File: src/hdl/nfdm_pkg.sv
// types, constants and command codes of the nand flash device model
package nfdm_pkg;

    localparam int NUM_PAGES_DEF = 256;
    localparam int BLOCK_PAGES   = 32;
    localparam int PAGE_BYTES    = 528;
    localparam int SPARE_BYTES   = 16;
    localparam int ERASE_BYTES   = BLOCK_PAGES * PAGE_BYTES;

    // linear byte addresses: 17-bit page times 528 plus column and read count
    localparam int LIN_W  = 28;
    localparam int PAGE_W = 17;
    localparam int PB_AW  = $clog2(PAGE_BYTES);
    localparam int DCNT_W = 10;
    localparam int RCNT_W = 20;
    localparam int ACNT_W = 3;

    localparam logic [RCNT_W-1:0] READ_MAX = '1;
    localparam logic [DCNT_W-1:0] DCNT_MAX = '1;

    // command bytes
    localparam logic [7:0] CMD_READ0  = 8'h00;
    localparam logic [7:0] CMD_READ1  = 8'h01;
    localparam logic [7:0] CMD_SPARE  = 8'h50;
    localparam logic [7:0] CMD_ERASE1 = 8'h60;
    localparam logic [7:0] CMD_ERASE2 = 8'hD0;
    localparam logic [7:0] CMD_STATUS = 8'h70;
    localparam logic [7:0] CMD_ID     = 8'h90;
    localparam logic [7:0] CMD_PROG1  = 8'h80;
    localparam logic [7:0] CMD_PROG2  = 8'h10;
    localparam logic [7:0] CMD_RESET  = 8'hFF;

    // bytes returned on the data port
    localparam logic [7:0] STATUS_READY = 8'h40;
    localparam logic [7:0] ID_MAKER     = 8'hEC;
    localparam logic [7:0] ID_DEVICE    = 8'h75;
    localparam logic [7:0] BYTE_ERASED  = 8'hFF;

    // configuration register indexes
    localparam logic CFG_PIN_LAYOUT = 1'b0;
    localparam logic CFG_OVERWRITE  = 1'b1;

    typedef enum logic [2:0] {
        ST_OK    = 3'd0,
        ST_NOCMD = 3'd1,
        ST_SEQ   = 3'd2,
        ST_BOTH  = 3'd3,
        ST_RANGE = 3'd4
    } t_status;

    typedef enum logic [1:0] {
        K_SIMPLE,
        K_READ,
        K_PROG,
        K_ERASE
    } t_kind;

    typedef struct packed {
        logic load;
        logic clr_init;
        logic decode;
        logic calc;
        logic check;
        logic step;
        logic respond;
    } t_dp_cmd;

    typedef struct packed {
        t_kind dec_kind;
        t_kind kind;
        logic  in_range;
        logic  last;
    } t_dp_stat;

endpackage

File: src/hdl/nfdm_ctrl.sv
// controller state machine: sequences decode, address check, array sweeps and response
module nfdm_ctrl (
    input  logic               i_clk,
    input  logic               i_rst_n,
    input  logic               i_start,
    input  nfdm_pkg::t_dp_stat i_stat,
    output nfdm_pkg::t_dp_cmd  o_cmd,
    output logic               o_busy,
    output logic               o_done
);

    typedef enum logic [3:0] {
        S_CINIT,
        S_CLR,
        S_IDLE,
        S_DEC,
        S_CALC,
        S_CHK,
        S_RD,
        S_SWP,
        S_DRAIN,
        S_RESP
    } t_state;

    t_state r_state;
    t_state n_state;
    logic   r_busy;
    logic   r_done;

    always_comb begin
        n_state = r_state;
        case (r_state)
            S_CINIT: n_state = S_CLR;
            S_CLR: begin
                if (i_stat.last) n_state = S_IDLE;
            end
            S_IDLE: begin
                if (i_start) n_state = S_DEC;
            end
            S_DEC: begin
                n_state = (i_stat.dec_kind == nfdm_pkg::K_SIMPLE) ? S_RESP : S_CALC;
            end
            S_CALC: n_state = S_CHK;
            S_CHK: begin
                if (!i_stat.in_range) n_state = S_RESP;
                else if (i_stat.kind == nfdm_pkg::K_READ) n_state = S_RD;
                else n_state = S_SWP;
            end
            S_RD: n_state = S_RESP;
            S_SWP: begin
                if (i_stat.last) n_state = S_DRAIN;
            end
            S_DRAIN: n_state = S_RESP;
            S_RESP: n_state = S_IDLE;
            default: n_state = S_IDLE;
        endcase
    end

    always_comb begin
        o_cmd          = '0;
        o_cmd.load     = (r_state == S_IDLE) && i_start;
        o_cmd.clr_init = (r_state == S_CINIT);
        o_cmd.decode   = (r_state == S_DEC);
        o_cmd.calc     = (r_state == S_CALC);
        o_cmd.check    = (r_state == S_CHK);
        o_cmd.step     = (r_state == S_SWP) || (r_state == S_CLR);
        o_cmd.respond  = (r_state == S_RESP);
    end

    always_ff @(posedge i_clk) begin
        if (!i_rst_n) begin
            r_state <= S_CINIT;
            r_busy  <= 1'b1;
            r_done  <= 1'b0;
        end else begin
            r_state <= n_state;
            r_busy  <= (n_state != S_IDLE);
            r_done  <= (r_state == S_RESP);
        end
    end

    assign o_busy = r_busy;
    assign o_done = r_done;

endmodule

File: config.mk
export PLATFORM = sky130hd
export DESIGN_NAME = nfdm_ctrl
export DESIGN_NICKNAME = d
export VERILOG_FILES = /design/src/hdl/nfdm_pkg.sv /design/src/hdl/nfdm_ctrl.sv
export SDC_FILE = /design/constraint.sdc
export NUM_CORES = 1
export LEC_CHECK = 0
export BUFFER_PORTS_ARGS = -buffer_cell sky130_fd_sc_hd__buf_2
export CORE_AREA = 2 2 39 41
export DETAILED_ROUTE_END_ITERATION = 8
export DIE_AREA = 0 0 41 43
export HOLD_SLACK_MARGIN = 0.05
export SLEW_MARGIN = 20
export SYNTH_ARGS = -nofsm -noshare
export SYNTH_HDL_FRONTEND = slang
export SYNTH_SLANG_ARGS = --single-unit
File: constraint.sdc
create_clock -name i_clk -period 1.5 [get_ports i_clk]
set_input_delay 0.45 -clock i_clk [delete_from_list [all_inputs] [get_ports i_clk]]
set_output_delay 0.45 -clock i_clk [all_outputs]
set_load 0.01 [all_outputs]
==> flow_metrics.tcl <==
set metrics [dict create \
    finClkSkew_ps 10.77 \
    drt_wl_total_um 1566 \
    vias 587 \
    post-route-period-util_pct 112.0 \
    clkLatencyLatePin_ps 260 \
    placed_cells 95 \
    clock-sinks 6 \
    diodes 0 \
    syn_nets 68 \
    path_clk_slew_ps 40 \
    required_ps 1050 \
    use_met1_pct 23.05 \
    synthTopCellsByArea "dfxtp_1 25%, a21oi_1 6.3%, nand2b_1 5.2%, buf_6 4.7%, o21ai_0 4.2%" \
    setup_violations 7 \
    worstSetupStartpointType "flip-flop" \
    rsz0062_at_grt "yes" \
    die-area_mm2 0.001763 \
    hold_viol_final 0 \
    setup_tns_ps -990.4 \
    r2r-end "o_busy$_SDFF_PN1_" \
    post_synth_num_cell_types 32 \
    status "finished, violations left" \
    port-buffer-count 17 \
    crit_arrival_ps 1230 \
    num-nets-final 105 \
    critPathCaptureType "output pin" \
    yosys_most_used_dff "dfxtp_1" \
    maxSlewViolCount 0 \
    path_max_fanout 3 \
    leakage_nw 0.3420 \
    grt_overflow 0 \
    synth_top_area_share_pct 25.13 \
    drcViolationCount 0 \
    grt-busiest-layer "met2" \
    grtUsageMet2_pct 32.19 \
    antenna_found_initial 0 \
    synthToLayoutAreaGrowth_pct 63.35 \
    placementRows 14 \
    synth_area_per_cell_um2 8.101 \
    grt_usage_pct 20.85 \
    ys_ff_latch 6 \
    die-height_um 43 \
    fin_cells 110 \
    grt_pass1_vias 543 \
    setup_ws_ps -179.4 \
    coreArea_mm2 0.001384 \
    htree_levels 1 \
    ir_drop_uv 421.5 \
    cts_tree "done" \
    violations "negative setup slack" \
    grt_pass1_wl_um 2401 \
    postRouteAntennaNets 0 \
    ff2ff_setup_slack_ps 80 \
    fin_util_pct 56.42 \
    start_util_pct 34.54 \
    die_x_um 41 \
    fin_crit_ps 1679 \
    power_density_mw_per_mm2 855.6 \
    via_per_inst 5.336 \
    tightest_slew_ps 281.3 \
    ctsRootBufferMaster "clkbuf_4" \
    first_iter_violations 16 \
    slew_headroom_pct 81.14 \
    cts_buffers 3 \
    firstDrtPassIters 4 \
    r2r-start "r_state[1]$_SDFF_PN0_" \
    crit_type "flip-flop to output pin" \
    synth-edff-count 0 \
    cts_hold_buffers 0 \
    yosysWarnings 0 \
    met3_usage_pct 6.283 \
    drv_cap 0 \
    critPathCapture "o_cmd[2]" \
    hp-class "primary input to flip-flop" \
    synth_common_cells "6 x a21oi_1, 6 x dfxtp_1" \
    yosysSeqAreaShare_pct 25.13 \
    crit_start "r_state[0]$_SDFF_PN0_" \
    dpl_worst_slack_ps 72.20 \
    boundaryPins 18 \
    fmax_ghz 0.5955 \
    synth_area_um2 478.0 \
    dp_hpwl_um 935.2 \
    ff2ff_path_depth 7 \
    design_power_total_w 0.0006680 \
    yosysTopAreaCell "dfxtp_1" \
    gp_congestion 0.7953 \
    cts_buffer_depth 2 \
    avgRoutedWirePerCell_um 14.24 \
    grt_max_degree 10 \
    synthArstFlopShare_pct 0 \
    synth_cells 59 \
    drive_above_1_share_pct 62.77 \
]
-- flip-flops by register name, summed over array words and instances (netlist names) --
register / flops
o_busy: 1
o_done: 1
r_state: 4
-- layout make-up --
type | instances | area, µm²
sequential | 6 | 130.1
tap | 16 | 20.02
inverter | 1 | 3.754
clock buffer | 3 | 22.52
multi-input combinational | 48 | 354.1
fill | 133 | 603.1
timing repair buffer | 36 | 250.2
-- worst max-delay path, stage by stage (launching register included) --
cell and delay (ps):
dfxtp_4 360, buf_4 110, or2b_4 290, nor2_4 110
buf_6 110
-- power breakdown --
part	internal [W]	leakage, nW	switching [W]	total, W
sequential	0.000177	0.0512	0.0000187	0.000195
combinational	0.000166	0.277	0.000144	0.000310
clock	0.0000914	0.0138	0.0000713	0.000163
-- metal layers --
metal,part of all wire [%],vias up
met2,53,17
met4,2.6,0
met3,4.8,4
met1,40,279
li1,-,287
met5,0,-
-- cell usage in the layout (no fill, tap or decap), types with 2 or more instances in the layout --
cell	Yosys	routed
buf_4	0	17
buf_2	2	16
a21oi_1	6	5
nand2b_1	4	4
o21ai_0	4	4
a21oi_2	2	3
nor2_1	4	3
clkbuf_4	0	3
or2b_4	1	2
nand2_2	0	2
nor3_2	0	2
nand2_1	4	2
dfxtp_1	6	2
buf_6	2	2
dfxtp_4	0	2
dfxtp_2	0	2
-- logic make-up after synthesis --
| kind of cell | share of synthesized area [%] |
|---|---|
| compound gates | 28.80 |
| buf+inv | 7.591 |
| flops | 25.13 |
| simple gates | 38.48 |
-- stage by stage --
stage                     hold WS, ps  cell area (µm²)
after floorplan                 597.1            478.0
after global placement          599.9            615.6
after detailed placement        609.5            615.6
after CTS                       475.4            719.4
after global routing            477.7            780.7
final                           478.4            780.7
-- worst min-delay path by stage --
stage / from / end / slack, ps / cells after the start
floorplan: i_rst_n / r_state[1]$_SDFF_PN0_ / 600 / 2
global placement: r_state[3]$_SDFF_PN0_ / o_done$_SDFF_PN0_ / 600 / 2
detailed placement: r_state[3]$_SDFF_PN0_ / o_done$_SDFF_PN0_ / 610 / 2
CTS: i_rst_n / r_state[1]$_SDFF_PN0_ / 480 / 3
global route: i_rst_n / r_state[1]$_SDFF_PN0_ / 480 / 3
finish: i_rst_n / r_state[1]$_SDFF_PN0_ / 480 / 3
-- timing repair --
action	4_1_cts	5_1_grt
buffers inserted	6	6
resized for setup	13	4
pin swaps	2	3
setup endpoints to repair	7	7
Note: power is estimated with default switching activity, not from simulation.
